`config.mk`:
```
export PLATFORM = sky130hd
export DESIGN_NAME = jps_ctrl
export DESIGN_NICKNAME = d
export VERILOG_FILES = /design/src/rtl/core/jps_pkg.sv /design/src/rtl/core/jps_ctrl.sv
export SDC_FILE = /design/constraint.sdc
export NUM_CORES = 1
export LEC_CHECK = 0
export BUFFER_PORTS_ARGS = -buffer_cell sky130_fd_sc_hd__buf_2
export CAP_MARGIN = 10
export CORE_AREA = 2 2 155 157
export DETAILED_ROUTE_END_ITERATION = 8
export DIE_AREA = 0 0 157 159
export MAX_ROUTING_LAYER = met4
export PLACE_DENSITY_LB_ADDON = 0.15
export SYNTH_ARGS = -nofsm -noshare
export SYNTH_HDL_FRONTEND = slang
export SYNTH_SLANG_ARGS = --single-unit
```
`constraint.sdc`:
```
create_clock -name clk -period 3.3 [get_ports clk]
set_input_delay 0.165 -clock clk [delete_from_list [all_inputs] [get_ports clk]]
set_output_delay 0.165 -clock clk [all_outputs]
set_load 0.02 [all_outputs]
```
`src/rtl/core/jps_pkg.sv`:
```
// jps_pkg: types, constants and arithmetic helpers for the jacobi poisson stencil solver
// no dependencies; used by every module in rtl/core
package jps_pkg;

  localparam int GridRows = 64;
  localparam int GridCols = 64;
  localparam int RowBits = 6;
  localparam int ColBits = 6;
  localparam int AddrBits = RowBits + ColBits;
  localparam int Cells = GridRows * GridCols;

  localparam logic [1:0] CMD_LOAD = 2'd0;
  localparam logic [1:0] CMD_SOLVE = 2'd1;
  localparam logic [1:0] CMD_READ = 2'd2;

  localparam logic [2:0] REG_ROWS = 3'd0;
  localparam logic [2:0] REG_COLS = 3'd1;
  localparam logic [2:0] REG_COEF_X = 3'd2;
  localparam logic [2:0] REG_COEF_Y = 3'd3;
  localparam logic [2:0] REG_COEF_RHO = 3'd4;
  localparam logic [2:0] REG_SWEEP_LIMIT = 3'd5;
  localparam logic [2:0] REG_TOL = 3'd6;

  typedef struct packed {
    logic [1:0] command;
    logic [5:0] row;
    logic [5:0] col;
    logic signed [31:0] potential_in;
    logic signed [31:0] source_in;
  } in_item_t;

  typedef struct packed {
    logic signed [31:0] potential_out;
    logic converged;
    logic [15:0] sweeps_done;
    logic [30:0] max_change;
    logic index_error;
  } out_item_t;

  typedef struct packed {
    logic [6:0] rows;
    logic [6:0] cols;
    logic [31:0] coef_x;
    logic [31:0] coef_y;
    logic [31:0] coef_rho;
    logic [15:0] sweep_limit;
    logic [30:0] tol;
  } cfg_t;

  typedef enum logic [2:0] {
    ST_IDLE,
    ST_SWEEP_INIT,
    ST_CELL,
    ST_DRAIN,
    ST_SWEEP_END,
    ST_RESULT
  } state_t;

  // controller to datapath
  typedef struct packed {
    logic load;         // write one cell (both banks + source)
    logic read;         // read one cell of current bank
    logic cell_go;      // launch a stencil evaluation at cell_row/cell_col
    logic [5:0] cell_row;
    logic [5:0] cell_col;
    logic sweep_clr;    // clear sweep max change
    logic swap;         // flip current bank
  } dp_cmd_t;

  // datapath to controller
  typedef struct packed {
    logic busy;          // stencil pipeline still holds work
    logic [30:0] worst;  // max change of the sweep so far
  } dp_stat_t;

  function automatic logic signed [31:0] sat32(input logic signed [65:0] v);
    logic signed [65:0] hi;
    logic signed [65:0] lo;
    hi = 66'sd2147483647;
    lo = -66'sd2147483648;
    if (v > hi) return 32'sh7fffffff;
    if (v < lo) return 32'sh80000000;
    return v[31:0];
  endfunction

endpackage

```
`src/rtl/core/jps_ctrl.sv`:
```
// jps_ctrl: command decode, sweep sequencing and solve status
// depends on jps_pkg
module jps_ctrl (
  input  logic              clk,
  input  logic              rst,
  input  jps_pkg::cfg_t     cfg,
  input  logic              start,
  input  jps_pkg::in_item_t item,
  output logic              busy,
  output jps_pkg::dp_cmd_t  cmd,
  input  jps_pkg::dp_stat_t stat,
  input  logic signed [31:0] rd_data,
  output logic              done,
  output jps_pkg::out_item_t result
);
  import jps_pkg::*;

  state_t state, state_next;
  logic [6:0] nr, nc;
  logic [5:0] ci, cj;
  logic [15:0] n;
  logic [15:0] last_sweeps;
  logic last_conv;
  logic [30:0] last_chg;
  logic rd_pend, rd_err, rd_is_read, go;
  logic [5:0] ci_next, cj_next;
  logic last_cell, no_interior, in_range;
  logic stop;

  assign nr = (cfg.rows > 7'(GridRows)) ? 7'(GridRows) : cfg.rows;
  assign nc = (cfg.cols > 7'(GridCols)) ? 7'(GridCols) : cfg.cols;
  assign no_interior = (nr < 7'd3) || (nc < 7'd3);
  assign in_range = (7'(item.row) < nr) && (7'(item.col) < nc);
  assign go = start && !busy;
  assign last_cell = (7'(cj) + 7'd2 >= nc) && (7'(ci) + 7'd2 >= nr);
  assign stop = (stat.worst < cfg.tol) || (n + 16'd1 >= cfg.sweep_limit);

  // a counter paces the cell walk; a stencil launches each time it wraps to zero
  logic [2:0] pace;

  always_comb begin
    state_next = state;
    case (state)
      ST_IDLE:
        if (go && item.command == CMD_SOLVE) begin
          state_next = (cfg.sweep_limit == 16'd0) ? ST_RESULT : ST_SWEEP_INIT;
        end
      ST_SWEEP_INIT: state_next = no_interior ? ST_DRAIN : ST_CELL;
      ST_CELL: if (last_cell && pace == 3'd0) state_next = ST_DRAIN;
      ST_DRAIN: if (!stat.busy && !cmd.cell_go) state_next = ST_SWEEP_END;
      ST_SWEEP_END: state_next = stop ? ST_RESULT : ST_SWEEP_INIT;
      ST_RESULT: state_next = ST_IDLE;
      default: state_next = ST_IDLE;
    endcase
  end

  always_comb begin
    cmd = '0;
    cmd.cell_row = ci;
    cmd.cell_col = cj;
    cmd.load = go && item.command == CMD_LOAD && in_range;
    cmd.read = go && item.command == CMD_READ;
    cmd.cell_go = (state == ST_CELL) && (pace == 3'd0);
    cmd.sweep_clr = (state == ST_SWEEP_INIT);
    cmd.swap = (state == ST_SWEEP_END);
  end

  always_comb begin
    ci_next = ci;
    cj_next = cj;
    if (7'(cj) + 7'd2 >= nc) begin
      cj_next = 6'd1;
      ci_next = ci + 6'd1;
    end else begin
      cj_next = cj + 6'd1;
    end
  end

  assign busy = (state != ST_IDLE);

  always_ff @(posedge clk) begin
    if (rst) begin
      state <= ST_IDLE;
      pace <= '0;
      n <= '0;
      last_sweeps <= '0;
      last_conv <= 1'b0;
      last_chg <= '0;
      rd_pend <= 1'b0;
      done <= 1'b0;
    end else begin
      state <= state_next;
      done <= 1'b0;
      rd_pend <= go && item.command != CMD_SOLVE;
      rd_err <= go && (item.command == CMD_LOAD || item.command == CMD_READ) && !in_range;
      rd_is_read <= go && item.command == CMD_READ && in_range;
      if (go && item.command != CMD_SOLVE) done <= 1'b1;
      case (state)
        ST_IDLE: begin
          n <= '0;
          if (go && item.command == CMD_SOLVE && cfg.sweep_limit == 16'd0) begin
            last_sweeps <= '0;
            last_conv <= 1'b0;
            last_chg <= '0;
          end
        end
        ST_SWEEP_INIT: begin
          ci <= 6'd1;
          cj <= 6'd1;
          pace <= '0;
        end
        ST_CELL: begin
          pace <= (pace == 3'd4) ? 3'd0 : pace + 3'd1;
          if (pace == 3'd0) begin
            ci <= ci_next;
            cj <= cj_next;
          end
        end
        ST_SWEEP_END: begin
          n <= n + 16'd1;
          if (stop) begin
            last_sweeps <= n + 16'd1;
            last_conv <= stat.worst < cfg.tol;
            last_chg <= stat.worst;
          end
        end
        ST_RESULT: done <= 1'b1;
        default: ;
      endcase
    end
  end

  always_comb begin
    result.potential_out = (rd_is_read && state == ST_IDLE) ? rd_data : '0;
    result.converged = last_conv;
    result.sweeps_done = last_sweeps;
    result.max_change = last_chg;
    result.index_error = rd_err && state == ST_IDLE;
  end

  // the last launch must come on a pace boundary before drain
  a_swap_idle: assert property (@(posedge clk) disable iff (rst)
    cmd.swap |-> !stat.busy) else $error("bank swap with stencil busy");
  a_load_idle: assert property (@(posedge clk) disable iff (rst)
    cmd.load |-> state == ST_IDLE) else $error("load during solve");
  a_done_pulse: assert property (@(posedge clk) disable iff (rst)
    done |=> !done || rd_pend) else $error("result strobe stuck");

endmodule

```
==> metrics.cfg <==
[clock_tree]
htree_levels = 3
cts_made_buffers = 9
cts_tree = yes
clkTransAtPathRegs_ns = 0.07
ctsHoldBuffers = 0
cts.path.max_buffers = 2
clk-insertion-delay-late_ns = 0.35
cts_sinks = 85
cts_root_buffer = clkbuf_16

[logic_synthesis]
synth-edff-count = 14
syn_area_sq_um = 6098
synth-seq-area-share_pct = 30.20
synth_common_cells = nand2_1 (91), ha_1 (77), dfxtp_1 (71), inv_1 (57), nor2_1 (46)
yosys.area.top_type = dfxtp_1
ys_async_sr_fraction_pct = 0
yosysMostFrequentCell = nand2_1
yosysUniqueCellTypes = 57
synth_top_cell_area_share_pct = 23.31
synth_nets = 1123
ys.flop_type = dfxtp_1
synth_cells = 744
yosys_warnings = 0
synthTopCellsByArea = dfxtp_1 (23%), ha_1 (16%), edfxtp_1 (6.9%), nand2_1 (5.6%), and3_1 (3.7%)
syn_avg_cell_area_sq_um = 8.197
yosys_register_bits = 85

[detailed_routing]
postRouteWirelength_um = 19260
ant_nets = 0
drcViolationCount = 0
viasPerCell = 4.606
routedWlPerCell_um = 14.57
drt_iter0_drc = 234
dr.pass1.iters = 4
vias = 6089

[critical_path]
cp_max_fo = 20
crit_family = compound AO/OA/AOI/OAI gates
crit_type = reg -> reg
crit_chain = and3_1 -> nand4_1 -> buf_4 -> buf_4 -> xnor2_1 -> buf_4 -> ha_1 -> a2111o_1 -> o21ai_1 -> nand3_1 -> buf_12 -> a41o_1
slowest_stage = dfxtp_1
critPathBufInv = 4
rr_worst_depth = 12
crit_top_cell = buf_4
start_kind = register
crit_path_end_kind = register
required_ns = 3.54
critical_path_depth = 12
cp_slowest_stage_delay_ns = 0.39
arrival_ns = 3.38

[outcome]
status = complete, no violations

[sta]
min_period_ns = 3.139
setup_viol = 0
whs_ns = 0.06626
fin_skew_ns = 0.009797
worst_pin_slew_ns = 0.9173
finalCritPeriodShare_pct = 95.11
hold_violations = 0
fmax_ghz = 0.3186
slew_headroom_pct = 38.76
report.final.slew_viol_count = 0

[power_and_ir_drop]
powerDensity_nw_per_um2 = 381.9
p_leak_nw = 4.457
finalPower_mw = 3.151
ir_drop_uv = 207.4

[placed_design]
dp_hpwl_um = 14800
io_buffer_count = 241
placed_area_sq_um = 7846
place_congestion = 0.7672

[die]
die_w_um = 157
dieArea_sq_um = 24960
rows = 56
boundaryPins = 402
core-area_sq_um = 23190
initial_core_util_pct = 26.29
die_y_um = 159

[hold_path]
min_path_type = in -> reg
min_path_cells = 2

[run]
cap_violations = 0

[global_routing]
antenna_found_initial = 1
grt_pass1_wl_um = 29770
grt_start_max_net_pins = 50
grt.total_usage_pct = 15.36
grt_pass1_vias = 5873
overflow = 0

[cells_and_area]
fin_nets = 1377
fin_area_sq_um = 8250
syn2layout_area_growth_pct = 35.29
fin_util_pct = 35.57
drive_above_1_share_pct = 32.24

==> registers in the layout (all words and copies together) (netlist names), 3 cells and up <==
name and flops:
n 16, cj 6, state 3, pace 3
last_chg 31, ci 6, last_sweeps 16
==> power breakdown <==
part / total (mW) / leakage [nW] / internal (mW) / switching (mW)
Clock: 1.06 / 0.146 / 0.596 / 0.464
Sequential: 1.17 / 0.704 / 1.11 / 0.0668
Combinational: 0.918 / 3.61 / 0.360 / 0.558
Total: 3.15 / 4.46 / 2.06 / 1.09
==> metal layers <==
layer	wire length [um]	track usage, %	part of all wire (%)	vias up
li1	-	-	-	3167
met1	9040	19.38	47	2704
met2	8343	24.04	43	210
met3	1723	5.199	8.9	8
met4	156	2.794	0.81	0
met5	0	-	0	-
==> worst paths after layout <==
kind	start	slack, ns	endpoint
worst max-delay path	n[4]	0.16	last_sweeps[14]
worst min-delay path	stat[0]	0.07	last_chg[0]
worst max register to register	n[4]	0.16	last_sweeps[14]
worst min register to register	last_chg[20]	0.46	last_chg[20]
==> stage by stage <==
| step | std cells | setup TNS, ns | setup slack, ns |
|---|---|---|---|
| floorplan | 744 | 0 | 0.3440 |
| finish | 1322 | 0 | 0.1613 |
| global placement | 1299 | 0 | 0.07696 |
| global route | 1322 | -0.09060 | -0.02579 |
| CTS | 1314 | 0 | 0.05420 |
| detailed placement | 1299 | 0 | 0.1018 |
==> cells by family after synthesis <==
kind of cell    synth area share (%)
xor+xnor                       4.021
fa+ha+maj                      15.80
simple gates                   25.09
compound gates                 14.10
mux                            3.816
flops                          30.20
buf+inv                        6.976
==> cell usage in the layout (no fill, tap or decap), types with 13 or more instances in the layout <==
cell type,synthesis,final
nor2_1,46,46
nor4_1,27,26
ha_1,77,77
nand2_1,91,91
a41o_1,20,20
edfxtp_1,14,14
xnor2_1,13,13
buf_2,10,241
buf_4,3,42
xor2_1,15,14
mux2i_1,21,21
nand3_1,39,39
nand4_1,14,14
dfxtp_1,71,68
a21oi_1,43,43
inv_1,57,56
and3_1,36,36
==> final cells by class <==
class                   instances  area [sq um]
repair buffers                288          1627
multi-input cells             556          3865
flip-flops and latches         85          1846
fillers                      2503         14940
clock buffers                  10         232.7
inverters                      58         217.7
well taps                     319         399.1
clock inverters                 5         61.31
diodes                          1         2.502
==> what timing repair did <==
action	4_1_cts	5_1_grt
setup endpoints to repair	0	46
buffers inserted	0	6
resized for setup	0	11
Note: power is estimated with default switching activity, not from simulation.
